<file path="config.mk">
export PLATFORM = sky130hd
export DESIGN_NAME = aevr_mul
export DESIGN_NICKNAME = d
export VERILOG_FILES = /design/src/hdl/aevr_pkg.sv /design/src/hdl/aevr_mul.sv
export SDC_FILE = /design/constraint.sdc
export NUM_CORES = 2
export LEC_CHECK = 0
export BUFFER_PORTS_ARGS = -buffer_cell sky130_fd_sc_hd__buf_4
export CORE_MARGIN = 2
export CORE_UTILIZATION = 67
export CTS_BUF_LIST = sky130_fd_sc_hd__clkbuf_8
export DETAILED_ROUTE_END_ITERATION = 10
export GPL_ROUTABILITY_DRIVEN = 1
export PLACE_DENSITY_LB_ADDON = 0.2
export SLEW_MARGIN = 20
export SYNTH_ARGS = -nofsm -noshare
export SYNTH_HDL_FRONTEND = slang
export SYNTH_SLANG_ARGS = --single-unit
</file>
<file path="constraint.sdc">
create_clock -name clk -period 10 [get_ports clk]
set_input_delay 0.5 -clock clk [delete_from_list [all_inputs] [get_ports clk]]
set_output_delay 0.5 -clock clk [all_outputs]
set_load 0.1 [all_outputs]
</file>
<file path="src/hdl/aevr_pkg.sv">
// shared types, constants and tables of the attitude euler and vector rotation core
`default_nettype none
package aevr_pkg;

	// field widths
	localparam int QUAT_W    = 16;
	localparam int VEC_W     = 16;
	localparam int ANGLE_W   = 16;
	localparam int MODE_W    = 3;
	localparam int QFRAC     = 14;
	localparam int S_DATA_W  = 128;
	localparam int M_DATA_W  = 96;

	// datapath widths
	localparam int MUL_A_W   = 36;
	localparam int MUL_B_W   = 29;
	localparam int PROD_W    = MUL_A_W + MUL_B_W;
	localparam int CORDIC_W  = 48;
	localparam int CORDIC_N  = 30;

	// request modes
	localparam logic [MODE_W-1:0] MODE_QUAT  = 3'd0;
	localparam logic [MODE_W-1:0] MODE_ROT   = 3'd1;
	localparam logic [MODE_W-1:0] MODE_CAL   = 3'd2;
	localparam logic [MODE_W-1:0] MODE_OFF   = 3'd3;
	localparam logic [MODE_W-1:0] MODE_CLR   = 3'd4;

	// quaternion component selects
	localparam logic [1:0] QX = 2'd0;
	localparam logic [1:0] QY = 2'd1;
	localparam logic [1:0] QZ = 2'd2;
	localparam logic [1:0] QW = 2'd3;

	// product-sum jobs
	localparam logic [3:0] JOB_ROLL_Y = 4'd0;
	localparam logic [3:0] JOB_ROLL_X = 4'd1;
	localparam logic [3:0] JOB_PITCH  = 4'd2;
	localparam logic [3:0] JOB_YAW_Y  = 4'd3;
	localparam logic [3:0] JOB_YAW_X  = 4'd4;
	localparam logic [3:0] JOB_ROT0   = 4'd5;
	localparam logic [3:0] JOB_ROT8   = 4'd13;

	typedef struct packed {
		logic [1:0] a0;
		logic [1:0] b0;
		logic       neg0;
		logic [1:0] a1;
		logic [1:0] b1;
		logic       neg1;
		logic       one_minus;
	} job_info_t;

	// each job is a0*b0 +/- a1*b1, then doubled or taken as one minus twice
	function automatic job_info_t aevr_job(input logic [3:0] idx);
		job_info_t j;
		unique case (idx)
			4'd0:    j = '{QW, QX, 1'b0, QY, QZ, 1'b0, 1'b0};
			4'd1:    j = '{QX, QX, 1'b0, QY, QY, 1'b0, 1'b1};
			4'd2:    j = '{QW, QY, 1'b0, QZ, QX, 1'b1, 1'b0};
			4'd3:    j = '{QW, QZ, 1'b0, QX, QY, 1'b0, 1'b0};
			4'd4:    j = '{QY, QY, 1'b0, QZ, QZ, 1'b0, 1'b1};
			4'd5:    j = '{QY, QY, 1'b0, QZ, QZ, 1'b0, 1'b1};
			4'd6:    j = '{QX, QY, 1'b0, QW, QZ, 1'b1, 1'b0};
			4'd7:    j = '{QX, QZ, 1'b0, QW, QY, 1'b0, 1'b0};
			4'd8:    j = '{QX, QY, 1'b0, QW, QZ, 1'b0, 1'b0};
			4'd9:    j = '{QX, QX, 1'b0, QZ, QZ, 1'b0, 1'b1};
			4'd10:   j = '{QY, QZ, 1'b0, QW, QX, 1'b1, 1'b0};
			4'd11:   j = '{QX, QZ, 1'b0, QW, QY, 1'b1, 1'b0};
			4'd12:   j = '{QY, QZ, 1'b0, QW, QX, 1'b0, 1'b0};
			4'd13:   j = '{QX, QX, 1'b0, QY, QY, 1'b0, 1'b1};
			default: j = '0;
		endcase
		return j;
	endfunction

	// arctangent of 2^-i in 32-bit turns
	function automatic logic [31:0] aevr_atan(input logic [4:0] i);
		logic [31:0] a;
		unique case (i)
			5'd0:  a = 32'h20000000;
			5'd1:  a = 32'h12E4051E;
			5'd2:  a = 32'h09FB385B;
			5'd3:  a = 32'h051111D4;
			5'd4:  a = 32'h028B0D43;
			5'd5:  a = 32'h0145D7E1;
			5'd6:  a = 32'h00A2F61E;
			5'd7:  a = 32'h00517C55;
			5'd8:  a = 32'h0028BE53;
			5'd9:  a = 32'h00145F2F;
			5'd10: a = 32'h000A2F98;
			5'd11: a = 32'h000517CC;
			5'd12: a = 32'h00028BE6;
			5'd13: a = 32'h000145F3;
			5'd14: a = 32'h0000A2FA;
			5'd15: a = 32'h0000517D;
			5'd16: a = 32'h000028BE;
			5'd17: a = 32'h0000145F;
			5'd18: a = 32'h00000A30;
			5'd19: a = 32'h00000518;
			5'd20: a = 32'h0000028C;
			5'd21: a = 32'h00000146;
			5'd22: a = 32'h000000A3;
			5'd23: a = 32'h00000051;
			5'd24: a = 32'h00000029;
			5'd25: a = 32'h00000014;
			5'd26: a = 32'h0000000A;
			5'd27: a = 32'h00000005;
			5'd28: a = 32'h00000003;
			5'd29: a = 32'h00000001;
			default: a = 32'h00000000;
		endcase
		return a;
	endfunction

endpackage
`default_nettype wire

</file>
<file path="src/hdl/aevr_mul.sv">
// shared signed multiplier with registered product
`default_nettype none
module aevr_mul (
	input  wire logic                                clk,
	input  wire logic signed [aevr_pkg::MUL_A_W-1:0] a,
	input  wire logic signed [aevr_pkg::MUL_B_W-1:0] b,
	output logic signed [aevr_pkg::PROD_W-1:0]       p
);
	import aevr_pkg::*;

	always_ff @(posedge clk) begin
		p <= PROD_W'(a) * PROD_W'(b);
	end

endmodule
`default_nettype wire

</file>
==> impl_metrics.ini <==
[placed_design]
dp_hpwl_um = 77620
gp_congestion = 0.9715
numPortBuffers = 130

[cts]
clk_path_buf_depth = 2
post_cts_buffers = 0
clock_sinks = 65
cts_made_buffers = 9
clk_pin_slew_worst_paths_ns = 0.08
cts_tree = yes
cts_resized = 0
ctsHoldBuffers = 0
h-tree-depth = 3
ctsRootBufferMaster = clkbuf_8

[synthesis]
netlist_area_mm2 = 0.03845
yosysTopAreaCell = fa_1
yosysTopAreaCellShare = 0.5675
netlist_instances = 4118
ys_seq_area_frac = 0.03384
synth-async-reset-ratio = 0
synth_edf_count = 0
synthTopCellsByArea = fa_1 57%, inv_1 11%, and2_1 9.3%
synth_flop_cell = dfxtp_1
yosys_warnings = 0
ys_ff_latch = 65
syn_avg_cell_area_um2 = 9.338
synth.distinct_cells = 51
yosysMostFrequentCell = fa_1
yosys-top-cells-count = 1090 x fa_1, 1082 x inv_1, 572 x and2_1, 482 x nand2_1, 220 x clkbuf_1
synth_nets = 5458

[sta]
timing_hold_violations_final = 0
rsz0062_at_grt = no
setup_viol = 0
final.min_clock_period_ns = 8.518
fin_tns_setup_ns = 0
min_period_over_period = 0.8518
fmax_ghz = 0.1174
drv_slew = 0
slew_headroom = 0.4228
tightest_slew_ns = 0.8618

[finish]
top_regs = p x65
syn_to_final_growth_pct = 3.306
regMostFlops = p
drive_gt1_frac = 0.03962
largest_reg_flops = 65
n_fill_cell = 4503
fin_nets = 5373

[drt]
drc = 0
ant_nets = 0
vias = 27360
drt-vias-per-instance = 5.705
wl_per_cell_um = 21.06
drt_iter0_markers = 1901
totalWireLength_um = 101000
dr.pass1.iters = 5

[die]
core_mm2 = 0.05660
fp.dieW_um = 243.6
rows = 87
ios = 131
start_util = 0.6793
die_h_um = 243.6
die_area_mm2 = 0.05932

[global_route]
grt_pass1_vias = 30240
track_usage = 0.3618
grt_pass1_wl_um = 162900
grt_max_degree = 37
gr-total-overflow = 0
antenna_found_initial = 3

[worst_setup_path]
crit_top_cell = fa_1
crit_type = in2reg
cp_max_fo = 36
crit_required_ns = 10.26
crit_buf_inv = 6
cpPeakStageDelay_ns = 0.95
cp_slowest_cell = fa_1
setup.worst_path.start_class = input pin
cp-end-kind = flip-flop
critPathTopFamily = adder cells
cp.arrival_ns = 8.78

[min_path]
hold_path_class = in2reg

[status]
status = finished clean

[flow_run]
drv_cap = 0
[layer usage]
layer / vias to the layer above / track usage / share of wire
met5: - / 0 / 0.00015
met3: 398 / 0.04737 / 0.076
met4: 2 / 0.2190 / 0.078
li1: 11450 / - / -
met1: 14230 / 0.4493 / 0.35
met2: 1280 / 0.6097 / 0.49
[cell type report]
type / count / area (um^2) / area share
Multi-Input combinational cell: 2743 / 32220 / 0.8112
Inverter: 1082 / 4061 / 0.1022
Sequential cell: 65 / 1301 / 0.03276
Timing Repair Buffer: 132 / 991.0 / 0.02495
Tap cell: 756 / 945.9 / 0.02381
Clock buffer: 9 / 123.9 / 0.003118
Clock inverter: 7 / 71.32 / 0.001795
Antenna cell: 2 / 5.005 / 0.0001260
[cell families (layout without fill, tap and decap cells)]
logic type / Yosys count / after routing / share of synthesized area
DFF: 65 / 65 / 0.03384
adders and majority gates: 1274 / 1274 / 0.6274
AOI/OAI and AO/OA: 216 / 216 / 0.03729
and+or+nand+nor: 1176 / 1176 / 0.1558
other: 0 / 2 / 0
xor gates and xnor gates: 76 / 76 / 0.01731
buffers and inverters: 1310 / 1230 / 0.1281
muxes: 1 / 1 / 0.0002603
[per-stage QoR]
stage | worst slack, ns | area [um^2] | util | cells | hold WS [ns]
final | 1.482 | 39720 | 0.7018 | 4796 | 0.6322
after global placement | 1.190 | 39520 | 0.6982 | 4778 | 0.9948
after CTS | 1.550 | 39720 | 0.7017 | 4794 | 0.6201
after detailed placement | 1.153 | 39520 | 0.6982 | 4778 | 0.9957
after floorplan | 1.840 | 38450 | - | 4118 | 0.8271
after global routing | 1.017 | 39720 | 0.7017 | 4795 | 0.6182
[path summary, 6_finish.rpt]
kind | endpoint | slack, ns | startpoint | depth (start not counted)
min | p[0] | 0.63 | b[0] | 2
max | p[62] | 1.48 | b[2] | 25
[cells in the final DEF, fill, tap and decap left out, types with 3 or more instances in the layout]
| master | synthesis | routed |
|---|---|---|
| o2111ai_1 | 4 | 4 |
| o211ai_1 | 6 | 6 |
| and3_1 | 10 | 10 |
| xnor2_1 | 52 | 52 |
| a221o_1 | 3 | 3 |
| and4_1 | 3 | 3 |
| a211oi_1 | 8 | 8 |
| a21o_1 | 38 | 38 |
| a31oi_1 | 5 | 5 |
| a221oi_1 | 4 | 4 |
| dfxtp_1 | 65 | 65 |
| inv_1 | 1082 | 1082 |
| o31ai_1 | 3 | 3 |
| clkbuf_8 | 0 | 9 |
| xor2_1 | 24 | 24 |
| nand2_1 | 482 | 482 |
| ha_1 | 184 | 184 |
| nand2b_1 | 9 | 9 |
| buf_4 | 1 | 132 |
| nand4_1 | 14 | 14 |
| nor4_1 | 3 | 3 |
| a21oi_1 | 69 | 69 |
| o21bai_1 | 14 | 14 |
| o21a_1 | 6 | 6 |
| o21ai_0 | 36 | 36 |
| nor3_1 | 11 | 11 |
| nand3_1 | 9 | 9 |
| and2_1 | 572 | 572 |
| nor2_1 | 57 | 57 |
| fa_1 | 1090 | 1090 |
Power is not shown: default switching activity piles up to over one toggle a cycle in this logic, so the estimate is an artifact.
